--- config.mk ---
export PLATFORM = sky130hd
export DESIGN_NAME = gradient_palette_entry
export DESIGN_NICKNAME = d
export VERILOG_FILES = /design/src/hw/rtl/gpe_pkg.sv /design/src/hw/rtl/gradient_palette_entry.sv
export SDC_FILE = /design/constraint.sdc
export NUM_CORES = 2
export LEC_CHECK = 0
export BUFFER_PORTS_ARGS = -buffer_cell sky130_fd_sc_hd__buf_4
export CORE_ASPECT_RATIO = 0.9
export CORE_MARGIN = 8
export CORE_UTILIZATION = 35
export DETAILED_ROUTE_END_ITERATION = 8
export PLACE_DENSITY = 0.54
export SYNTH_ARGS = -nofsm -noshare
export SYNTH_HDL_FRONTEND = slang
export SYNTH_SLANG_ARGS = --single-unit
--- constraint.sdc ---
create_clock -name clock -period 11.4 [get_ports clock]
set_clock_uncertainty 0.2 [all_clocks]
set_input_delay 1.71 -clock clock [delete_from_list [all_inputs] [get_ports clock]]
set_output_delay 1.71 -clock clock [all_outputs]
set_load 0.03 [all_outputs]
--- src/hw/rtl/gpe_pkg.sv ---
// Shared constants and types of the gradient palette entry block.
package gpe_pkg;

   localparam int ENTRIES_DEF    = 256;
   localparam int MAX_SHADES_DEF = 6;

   localparam int IDX_W      = 8;
   localparam int CH_W       = 8;
   localparam int NUM_CH     = 3;
   localparam int RGB_W      = NUM_CH * CH_W;
   localparam int COLOUR_W   = 32;
   localparam int SHADES_W   = 3;
   localparam int CSR_IDX_W  = 3;

   localparam logic [CH_W-1:0] ALPHA_OPAQUE = 8'hFF;

   typedef enum logic [CSR_IDX_W-1:0] {
      CSR_NUM_SHADES  = 3'd0,
      CSR_SHADE_ZERO  = 3'd1,
      CSR_SHADE_ONE   = 3'd2,
      CSR_SHADE_TWO   = 3'd3,
      CSR_SHADE_THREE = 3'd4,
      CSR_SHADE_FOUR  = 3'd5,
      CSR_SHADE_FIVE  = 3'd6
   } csr_index_type;

endpackage

--- src/hw/rtl/gradient_palette_entry.sv ---
// Usage: palette entry index in, gradient ARGB colour out, one word per clock.
//
// Request: drive req_entry_index with start high; the word is taken at the
// rising edge where start is high and busy is low. busy is low at all times
// except in the cycle after a reset edge, so one word can be taken every clock.
// Response: rsp_valid strobes for one cycle with rsp_colour once the request has
// passed through eight register stages (segment decode, shade read, channel
// multiply, four two-bit divide steps, output). Throughput is one word per
// clock; the responses keep request order.
// The receiver cannot stall: each colour is shown for exactly one cycle.
// Configuration: csr_index / csr_data with csr_valid and csr_ready; index 0 is
// the shade count, indices 1 to 6 the shades. Write only when no request is in
// flight. The segment length is latched from a constant table on the count write.
// Reset: synchronous; the pipeline empties, shade count becomes two and every
// shade reads as black until written.
module gradient_palette_entry
   import gpe_pkg::*;
#(
   parameter int ENTRIES    = ENTRIES_DEF,
   parameter int MAX_SHADES = MAX_SHADES_DEF
) (
   input  logic                 clock,
   input  logic                 reset,
   input  logic                 start,
   output logic                 busy,
   input  logic [IDX_W-1:0]     req_entry_index,
   output logic                 rsp_valid,
   output logic [COLOUR_W-1:0]  rsp_colour,
   input  logic                 csr_valid,
   output logic                 csr_ready,
   input  logic [CSR_IDX_W-1:0] csr_index,
   input  logic [RGB_W-1:0]     csr_data
);

   localparam int SEGW   = $clog2(ENTRIES + 1);
   localparam int TW     = ((SEGW > IDX_W) ? SEGW : IDX_W) + 3;
   localparam int SHW    = $clog2(MAX_SHADES);
   localparam int PW     = 2 * CH_W;
   localparam int NW     = ((SEGW > PW) ? SEGW : PW) + 1;
   localparam int DW     = (NW > SEGW + CH_W) ? NW : SEGW + CH_W;
   localparam int BPS    = 2;
   localparam int DSTEPS = CH_W / BPS;
   localparam int LATENCY = DSTEPS + 4;

   localparam logic [TW-1:0] LAST_ENTRY = TW'(ENTRIES - 1);

   localparam int SEG1 = ((ENTRIES / 1) == 0) ? 1 : ENTRIES / 1;
   localparam int SEG2 = ((ENTRIES / 2) == 0) ? 1 : ENTRIES / 2;
   localparam int SEG3 = ((ENTRIES / 3) == 0) ? 1 : ENTRIES / 3;
   localparam int SEG4 = ((ENTRIES / 4) == 0) ? 1 : ENTRIES / 4;
   localparam int SEG5 = ((ENTRIES / 5) == 0) ? 1 : ENTRIES / 5;

   // configuration
   logic                busy_ff;
   logic [SHADES_W-1:0] k_ff, k_in;
   logic [SEGW-1:0]     seg_ff, seg_in;
   logic [RGB_W-1:0]    shade_mem [MAX_SHADES];
   logic                shade_vld_ff [MAX_SHADES];
   logic                cfg_we;
   logic                shade_we;
   logic [SHW-1:0]      shade_wa;
   logic [SHADES_W-1:0] n_wr;
   logic [CSR_IDX_W-1:0] wa_full;

   // stage 1: segment decode
   logic                v1_ff, zero1_ff;
   logic [SHW-1:0]      ra1_ff, rb1_ff;
   logic [IDX_W-1:0]    j1_ff;
   logic                zero1_in;
   logic [SHW-1:0]      ra1_in, rb1_in;
   logic [IDX_W-1:0]    j1_in;
   logic [TW-1:0]       thr [MAX_SHADES];
   logic [SHADES_W-1:0] cnt;
   logic [TW-1:0]       idx_ext;

   // stage 2: shade read
   logic                v2_ff, zero2_ff;
   logic [IDX_W-1:0]    j2_ff;
   logic [RGB_W-1:0]    sa_ff, sb_ff;
   logic                sav_ff, sbv_ff;

   // stage 3 and divide steps
   logic                vld_ff  [DSTEPS+1];
   logic                zero_ff [DSTEPS+1];
   logic                up_ff   [DSTEPS+1][NUM_CH];
   logic [CH_W-1:0]     s_ff    [DSTEPS+1][NUM_CH];
   logic [NW-1:0]       rem_ff  [DSTEPS+1][NUM_CH];
   logic [CH_W-1:0]     q_ff    [DSTEPS+1][NUM_CH];
   logic                up_in   [DSTEPS+1][NUM_CH];
   logic [CH_W-1:0]     s_in    [DSTEPS+1][NUM_CH];
   logic [NW-1:0]       rem_in  [DSTEPS+1][NUM_CH];
   logic [CH_W-1:0]     q_in    [DSTEPS+1][NUM_CH];

   // output
   logic                rsp_valid_ff;
   logic [COLOUR_W-1:0] rsp_colour_ff, rsp_colour_in;

   assign busy      = busy_ff;
   assign csr_ready = !busy_ff;
   assign rsp_valid = rsp_valid_ff;
   assign rsp_colour = rsp_colour_ff;

   // configuration decode
   always_comb begin
      cfg_we   = 1'b0;
      shade_we = 1'b0;
      wa_full  = csr_index - CSR_IDX_W'(CSR_SHADE_ZERO);
      shade_wa = wa_full[SHW-1:0];
      n_wr     = csr_data[SHADES_W-1:0];
      if (n_wr < SHADES_W'(2)) begin
         n_wr = SHADES_W'(2);
      end
      if (n_wr > SHADES_W'(MAX_SHADES)) begin
         n_wr = SHADES_W'(MAX_SHADES);
      end
      k_in = n_wr - SHADES_W'(1);
      unique case (k_in)
         SHADES_W'(2): seg_in = SEGW'(SEG2);
         SHADES_W'(3): seg_in = SEGW'(SEG3);
         SHADES_W'(4): seg_in = SEGW'(SEG4);
         SHADES_W'(5): seg_in = SEGW'(SEG5);
         default:      seg_in = SEGW'(SEG1);
      endcase
      if (csr_valid && csr_ready) begin
         unique case (csr_index_type'(csr_index)) inside
            CSR_NUM_SHADES: begin
               cfg_we = 1'b1;
            end
            CSR_SHADE_ZERO, CSR_SHADE_ONE, CSR_SHADE_TWO,
            CSR_SHADE_THREE, CSR_SHADE_FOUR, CSR_SHADE_FIVE: begin
               shade_we = (int'(wa_full) < MAX_SHADES);
            end
            default: begin
            end
         endcase
      end
   end

   always_ff @(posedge clock) begin
      if (reset) begin
         busy_ff <= 1'b1;
         k_ff    <= SHADES_W'(1);
         seg_ff  <= SEGW'(SEG1);
         for (int i = 0; i < MAX_SHADES; i++) begin
            shade_vld_ff[i] <= 1'b0;
         end
      end else begin
         busy_ff <= 1'b0;
         if (cfg_we) begin
            k_ff   <= k_in;
            seg_ff <= seg_in;
         end
         if (shade_we) begin
            shade_vld_ff[shade_wa] <= 1'b1;
         end
      end
   end

   always_ff @(posedge clock) begin
      if (shade_we) begin
         shade_mem[shade_wa] <= csr_data;
      end
      sa_ff  <= shade_mem[ra1_ff];
      sb_ff  <= shade_mem[rb1_ff];
      sav_ff <= shade_vld_ff[ra1_ff];
      sbv_ff <= shade_vld_ff[rb1_ff];
   end

   // stage 1: which segment, offset within it
   always_comb begin
      idx_ext = TW'(req_entry_index);
      cnt     = '0;
      thr[0]  = '0;
      for (int m = 1; m < MAX_SHADES; m++) begin
         thr[m] = TW'(seg_ff) * TW'(m);
         if ((SHADES_W'(m) <= k_ff) && (idx_ext >= thr[m])) begin
            cnt = cnt + SHADES_W'(1);
         end
      end
      zero1_in = (idx_ext >= LAST_ENTRY);
      if (cnt == k_ff) begin
         ra1_in = k_ff[SHW-1:0];
         rb1_in = k_ff[SHW-1:0];
         j1_in  = '0;
      end else begin
         ra1_in = cnt[SHW-1:0];
         rb1_in = cnt[SHW-1:0] + SHW'(1);
         j1_in  = IDX_W'(idx_ext - thr[cnt[SHW-1:0]]);
      end
   end

   // stage 3: channel difference times offset, bias for rounding up on a fall;
   // then the divide steps, two quotient bits per stage
   always_comb begin
      logic [CH_W-1:0] cs, ce, d;
      logic [PW-1:0]   p;
      logic [NW-1:0]   r;
      logic [CH_W-1:0] qq;
      logic [DW-1:0]   dv;
      int              bi;
      for (int ch = 0; ch < NUM_CH; ch++) begin
         cs = sav_ff ? sa_ff[ch*CH_W +: CH_W] : '0;
         ce = sbv_ff ? sb_ff[ch*CH_W +: CH_W] : '0;
         up_in[0][ch] = (ce >= cs);
         d = up_in[0][ch] ? (ce - cs) : (cs - ce);
         p = d * j2_ff;
         s_in[0][ch]   = cs;
         q_in[0][ch]   = '0;
         rem_in[0][ch] = NW'(p) + (up_in[0][ch] ? NW'(0) : (NW'(seg_ff) - NW'(1)));
      end
      for (int t = 0; t < DSTEPS; t++) begin
         for (int ch = 0; ch < NUM_CH; ch++) begin
            r  = rem_ff[t][ch];
            qq = q_ff[t][ch];
            for (int b = 0; b < BPS; b++) begin
               bi = CH_W - 1 - t * BPS - b;
               dv = DW'(seg_ff) << bi;
               if (DW'(r) >= dv) begin
                  r      = NW'(DW'(r) - dv);
                  qq[bi] = 1'b1;
               end
            end
            rem_in[t+1][ch] = r;
            q_in[t+1][ch]   = qq;
            s_in[t+1][ch]   = s_ff[t][ch];
            up_in[t+1][ch]  = up_ff[t][ch];
         end
      end
   end

   always_comb begin
      logic [RGB_W-1:0] rgb;
      rgb = '0;
      for (int ch = 0; ch < NUM_CH; ch++) begin
         rgb[ch*CH_W +: CH_W] = up_ff[DSTEPS][ch] ?
            (s_ff[DSTEPS][ch] + q_ff[DSTEPS][ch]) :
            (s_ff[DSTEPS][ch] - q_ff[DSTEPS][ch]);
      end
      rsp_colour_in = zero_ff[DSTEPS] ? '0 : {ALPHA_OPAQUE, rgb};
   end

   always_ff @(posedge clock) begin
      if (reset) begin
         v1_ff        <= 1'b0;
         v2_ff        <= 1'b0;
         rsp_valid_ff <= 1'b0;
         for (int t = 0; t <= DSTEPS; t++) begin
            vld_ff[t] <= 1'b0;
         end
      end else begin
         v1_ff     <= start && !busy_ff;
         v2_ff     <= v1_ff;
         vld_ff[0] <= v2_ff;
         for (int t = 0; t < DSTEPS; t++) begin
            vld_ff[t+1] <= vld_ff[t];
         end
         rsp_valid_ff <= vld_ff[DSTEPS];
      end
   end

   always_ff @(posedge clock) begin
      zero1_ff   <= zero1_in;
      ra1_ff     <= ra1_in;
      rb1_ff     <= rb1_in;
      j1_ff      <= j1_in;
      zero2_ff   <= zero1_ff;
      j2_ff      <= j1_ff;
      zero_ff[0] <= zero2_ff;
      for (int t = 0; t < DSTEPS; t++) begin
         zero_ff[t+1] <= zero_ff[t];
      end
      for (int t = 0; t <= DSTEPS; t++) begin
         for (int ch = 0; ch < NUM_CH; ch++) begin
            up_ff[t][ch]  <= up_in[t][ch];
            s_ff[t][ch]   <= s_in[t][ch];
            rem_ff[t][ch] <= rem_in[t][ch];
            q_ff[t][ch]   <= q_in[t][ch];
         end
      end
      rsp_colour_ff <= rsp_colour_in;
   end

`ifndef SYNTHESIS
   a_latency: assert property (@(posedge clock) disable iff (reset)
      (start && !busy) |-> ##LATENCY rsp_valid)
      else $error("response missing after request");

   a_opaque: assert property (@(posedge clock) disable iff (reset)
      (rsp_valid && (rsp_colour[COLOUR_W-1 -: CH_W] != ALPHA_OPAQUE)) |-> (rsp_colour == '0))
      else $error("transparent colour that is not black");

   a_rem: assert property (@(posedge clock) disable iff (reset)
      vld_ff[DSTEPS] |-> ((DW'(rem_ff[DSTEPS][0]) < DW'(seg_ff))
                       && (DW'(rem_ff[DSTEPS][1]) < DW'(seg_ff))
                       && (DW'(rem_ff[DSTEPS][2]) < DW'(seg_ff))))
      else $error("divide remainder not below segment length");

   a_fall: assert property (@(posedge clock) disable iff (reset)
      (vld_ff[DSTEPS] && !up_ff[DSTEPS][0]) |-> (q_ff[DSTEPS][0] <= s_ff[DSTEPS][0]))
      else $error("falling blend below zero");

   a_shades: assert property (@(posedge clock) disable iff (reset)
      (k_ff >= SHADES_W'(1)) && (k_ff <= SHADES_W'(MAX_SHADES - 1)))
      else $error("shade count out of range");
`endif

endmodule

# Word level (Yosys, flattened, before mapping)

Memories as Yosys holds them, arrays and structs flattened. A register that Yosys moved wholly into a read port is not among the register bits.
Cells that the tools add are included.
W data, S select, Z words.

Bits in registers: 71
Bits in writable memories: 670
Bits of input ports: 39
Logic and storage cells: 240
Memories: 8

Memory list:

| memory       | words | width | read ports | clocked after Yosys merged registers in | write ports | RTL line                     | text |
|---|---|---|---|---|---|---|---|
| rem_ff       | 5     | 51    | 4          | 0                                       | 5           | gradient_palette_entry.sv:87 | `logic [NW-1:0] rem_ff [DSTEPS+1][NUM_CH];` |
| shade_mem    | 6     | 24    | 2          | 2                                       | 1           | gradient_palette_entry.sv:57 | `logic [RGB_W-1:0] shade_mem [MAX_SHADES];` |
| q_ff         | 5     | 24    | 5          | 0                                       | 5           | gradient_palette_entry.sv:88 | `logic [CH_W-1:0] q_ff [DSTEPS+1][NUM_CH];` |
| s_ff         | 5     | 24    | 5          | 0                                       | 5           | gradient_palette_entry.sv:86 | `logic [CH_W-1:0] s_ff [DSTEPS+1][NUM_CH];` |
| up_ff        | 5     | 3     | 5          | 0                                       | 5           | gradient_palette_entry.sv:85 | `logic up_ff [DSTEPS+1][NUM_CH];` |
| shade_vld_ff | 6     | 1     | 2          | 2                                       | 6           | gradient_palette_entry.sv:58 | `logic shade_vld_ff [MAX_SHADES];` |
| +2 memories  | -     | -     | -          | -                                       | -           | -                            |  |

Add/sub/neg operators: 48
Multipliers: 5
$lt $le $gt $ge: 42
Equal/unequal tests: 11
Muxes and demuxes: 96
Bitwise gates (word level): 6
Reductions and logical operators: 11

Operators by type and width:

| operator         | count |
|---|---|
| $mux W17         | 27 |
| $mux W8          | 14 |
| $sub A8 B8 Y8    | 10 |
| $add A16 B17 Y17 | 3 |
| $ge A17 B10 Y1   | 3 |
| $ge A17 B11 Y1   | 3 |
| $ge A17 B12 Y1   | 3 |
| $ge A17 B13 Y1   | 3 |
| $ge A17 B14 Y1   | 3 |
| $ge A17 B15 Y1   | 3 |
| $ge A17 B16 Y1   | 3 |
| $ge A17 B9 Y1    | 3 |
| $sub A17 B10 Y17 | 3 |
| $sub A17 B11 Y17 | 3 |
| $sub A17 B12 Y17 | 3 |
| $sub A17 B13 Y17 | 3 |
| $sub A17 B14 Y17 | 3 |
| $sub A17 B15 Y17 | 3 |
| $sub A17 B16 Y17 | 3 |
| $sub A17 B9 Y17  | 3 |
| $mul A8 B8 Y16   | 3 |
| $mux W1          | 43 |
| $bmux W12 S3     | 1 |
| $pmux W9 S4      | 1 |
| 32 further kinds | 69 |

# Logic depth before layout (Yosys ltp)

Word-level depth: 16
Gate-level depth with buffers: 38

# Least setup slack after synthesis

OpenSTA, ideal clock, no wires.

Path kind: reg-to-reg
From: register seg_ff[5]
To: register j1_ff[7]
Arrival time: 8.367 ns
Data required time: 11.130 ns
Setup slack: 2.763 ns
Cell stages (with the launch flop): 36
Path buffers: 1
Period minus slack after synthesis: 8.637 ns
Cell sequence: dfxtp_1 -> inv_1 -> ha_1 -> a21oi_1 -> nand2_1 -> xnor2_1 -> ha_1 -> nand3_1 -> o211ai_1 -> a21oi_1 -> nor4_2 -> buf_2 -> a21oi_1 -> ha_1 -> nand2_1 -> nand2_1 -> ha_1 -> inv_1 -> a211oi_1 -> xor2_1 -> xor2_1 -> and2_1 -> inv_1 -> o22ai_1 -> a21oi_1 -> ha_1 -> nor2b_1 -> o21ai_0 -> a21boi_0 -> o21ai_0 -> a21boi_0 -> o21a_1 -> nor2_1 -> xnor2_1 -> or3_1 -> a21oi_1

Word-level cells in the longest chain between the ends: 16

Ends and longest elaborated chain:

| element                                                 | RTL line                      | text |
|---|---|---|
| start: declaration                                      | gradient_palette_entry.sv:56  | `logic [SEGW-1:0] seg_ff, seg_in;` |
| start signal: assignment                                | gradient_palette_entry.sv:143 | `seg_ff <= SEGW'(SEG1);` |
| start signal: assignment                                | gradient_palette_entry.sv:151 | `seg_ff <= seg_in;` |
| branches (longest 16 deep; another with $mul A9 B2 Y11) | -                             |  |
| end signal: assignment                                  | gradient_palette_entry.sv:265 | `j1_ff <= j1_in;` |
| end: declaration                                        | gradient_palette_entry.sv:68  | `logic [IDX_W-1:0] j1_ff;` |

Several ways; the timed one is not identified. The select of a mux whose other input is x is not followed.
A chain may end at the register's enable or synchronous reset.

==> results.yml <==
placement:
  dp_cells: 6075
  port-buffer-count: 73
  gp_congestion: 0.886
  dp_hpwl_mm: 77.8
floorplanning:
  dieArea_mm2: 0.135
  ios: 74
  initial_utilization_pct: 35.1
  core_mm2: 0.123
  num_rows: 122
  die_width_um: 386
  die_h_um: 349
clock_network:
  root_buffer: "clkbuf_16"
  post_cts_buffers: 0
  cts_tree: "yes"
  clk_pin_slew_worst_paths_ps: 60
  cts.htree.levels: 3
  cts-buffers-inserted: 81
  postCtsHoldBufs: 0
  clock_tree.buffer_depth: 3
  clock-sinks: 673
  clk_latency_ps: 650
  post_cts_resize_count: 0
logic_synthesis:
  synth.distinct_cells: 87
  ys_seq_elements: 673
  synth-edff-count: 152
  synth-seq-area-share_pct: 34.8
  synth_area_leaders: "dfxtp_1 (24%), ha_1 (13%), edfxtp_1 (11%)"
  synthArstFlopShare_pct: 0
  synth_cells: 4462
  synth_top_cell_area_share_pct: 24.2
  yosysTopAreaCell: "dfxtp_1"
  synth_area_mm2: 0.0431
  synth_area_per_cell_um2: 9.66
  yosys_warnings: 0
  synthFlopType: "dfxtp_1"
final_layout:
  multi_input_area_mm2: 0.0257
  final_cell_mix: "inv_1 (517), dfxtp_1 (514), ha_1 (454)"
  stdcell_count: 6223
  nets: 5221
  antenna-diode-count: 0
  final_common_cell: "inv_1"
  fillers: 12100
  regArea_mm2: 0.0150
  area_delta_synth_final_pct: 12.0
  final_layout_size_suffix_gt1_share_pct: 8.67
worst_setup_path:
  cpPeakStageDelay_ps: 790
  timing.rr.start: "sbv_ff"
  setup.worst_path.end_class: "flip-flop"
  path_common_cell: "o21ai_0"
  r2r_setup_slack_ps: 2460
  critPathArrivalTime_ps: 9310
  r2r_end: "rem_ff[0][49]"
  start_kind: "flip-flop"
  slowest_stage: "dfxtp_1"
  crit_buf_inv: 3
  path_delay_family: "adder cells"
  critPathMaxFanout: 25
  cp.required_ps: 11770
  reg2regPathDepth: 30
  critical_path_class: "flip-flop to flip-flop"
routing:
  drtIter0Drc: 1535
  drc: 0
  via_per_inst: 4.95
  drt_first_pass_iters: 8
  routed_wl_mm: 102
  vias: 30800
  wl_per_cell_um: 16.5
  ant_nets: 0
sta:
  min_period_ps: 8940
  worstMarginPinSlew_ps: 1140
  finalHoldViolations: 0
  fmax_ghz: 0.112
  setup_violations: 0
  period_share_pct: 78.4
  drv_slew: 0
  tns_ps: 0
  relSlewSlack_pct: 24.0
  rsz0062_at_grt: "false"
worst_hold_path:
  min_path_cells: 0
  hp-start: "q_ff[1][15]"
  min_path_type: "flip-flop to flip-flop"
  whs_endpoint: "q_ff[2][15]"
global_routing:
  grt_pass1_wl_mm: 166
  overflow: 0
  antenna_found_initial: 2
  grt_max_degree: 50
  grt_pass1_vias: 30900
  track_usage_pct: 15.1
outcome:
  status: "finished clean"
pwr:
  power.density_mw_per_mm2: 285
  power.leakage_nw: 21.3
  ir_drop_mv: 0.177
  power.total_mw: 13.8
run:
  max_cap_viol_count: 0
==> cell families after synthesis <==
logic type	count (synthesis)	synth area share, %
xor+xnor	264	5.40
compound gates	845	12.4
flops	673	34.8
other cells	1	0.00870
fa+ha+maj	639	21.7
mux	185	5.96
buf+inv	629	5.56
simple gates	1226	14.1
==> registers in the layout, summed over array words and instances, names as in the netlist, 5 cells and up <==
signal	count
vld_ff	5
shade_mem	144
q_ff	60
sa_ff	24
rsp_colour	25
seg_ff	6
s_ff	120
rem_ff	204
shade_vld_ff	8
up_ff	15
zero_ff	5
j2_ff	8
sb_ff	24
j1_ff	8
==> power by group <==
group | internal, mW | switching (mW) | total, mW | leakage (nW)
Clock | 1.56 | 1.05 | 2.62 | 1.32
Sequential | 3.05 | 0.357 | 3.41 | 5.73
Combinational | 3.39 | 4.36 | 7.75 | 14.2
Total | 8.00 | 5.77 | 13.8 | 21.3
==> metal layers <==
metal	vias to the layer above	GRT usage, %	wire (um)
met4	2	4.11	2550
met2	519	24.4	45600
met1	14600	21.0	50500
li1	15600	-	-
met3	148	2.37	3790
met5	-	0	13
==> metrics by stage <==
stage,setup WS (ps),hold slack (ps),utilization [%],instance area (um2)
final,2460,122,39.4,48300
after global routing,1550,130,39.4,48300
after CTS,2390,121,39.4,48300
after detailed placement,2450,112,37.1,45500
after global placement,2570,111,37.1,45500
after floorplan,2760,110,-,43100
==> cell usage after synthesis, types with 91 or more instances <==
library cell  count
a21o_1           94
a21oi_1         274
and2_1          128
dfxtp_1         521
edfxtp_1        152
fa_1            182
ha_1            454
inv_1           523
nand2_1         340
nor2_1          285
nor2b_1          91
o21ai_0         182
xnor2_1         166
xor2_1           97
==> layout make-up <==
cell class                 instances  share of cell area (%)
inverter                         526                    4.10
clock inverter                    50                    1.18
multi-input combinational       3161                    53.3
clock buffer                      98                    4.52
tap                             1612                    4.18
timing repair buffer             103                    1.60
sequential                       673                    31.1
==> how the worst max path moves through the flow <==
stage,start,end,slack [ps],depth (start not counted)
after floorplan,seg_ff[5],j1_ff[7],2760,35
after CTS,sbv_ff,rem_ff[0][49],2390,30
after detailed placement,sbv_ff,rem_ff[0][49],2450,30
after global placement,sbv_ff,rem_ff[0][50],2570,30
final,sbv_ff,rem_ff[0][49],2460,30
after global routing,sbv_ff,rem_ff[0][49],1550,30
No activity file was read; power rests on OpenSTA's default activity.
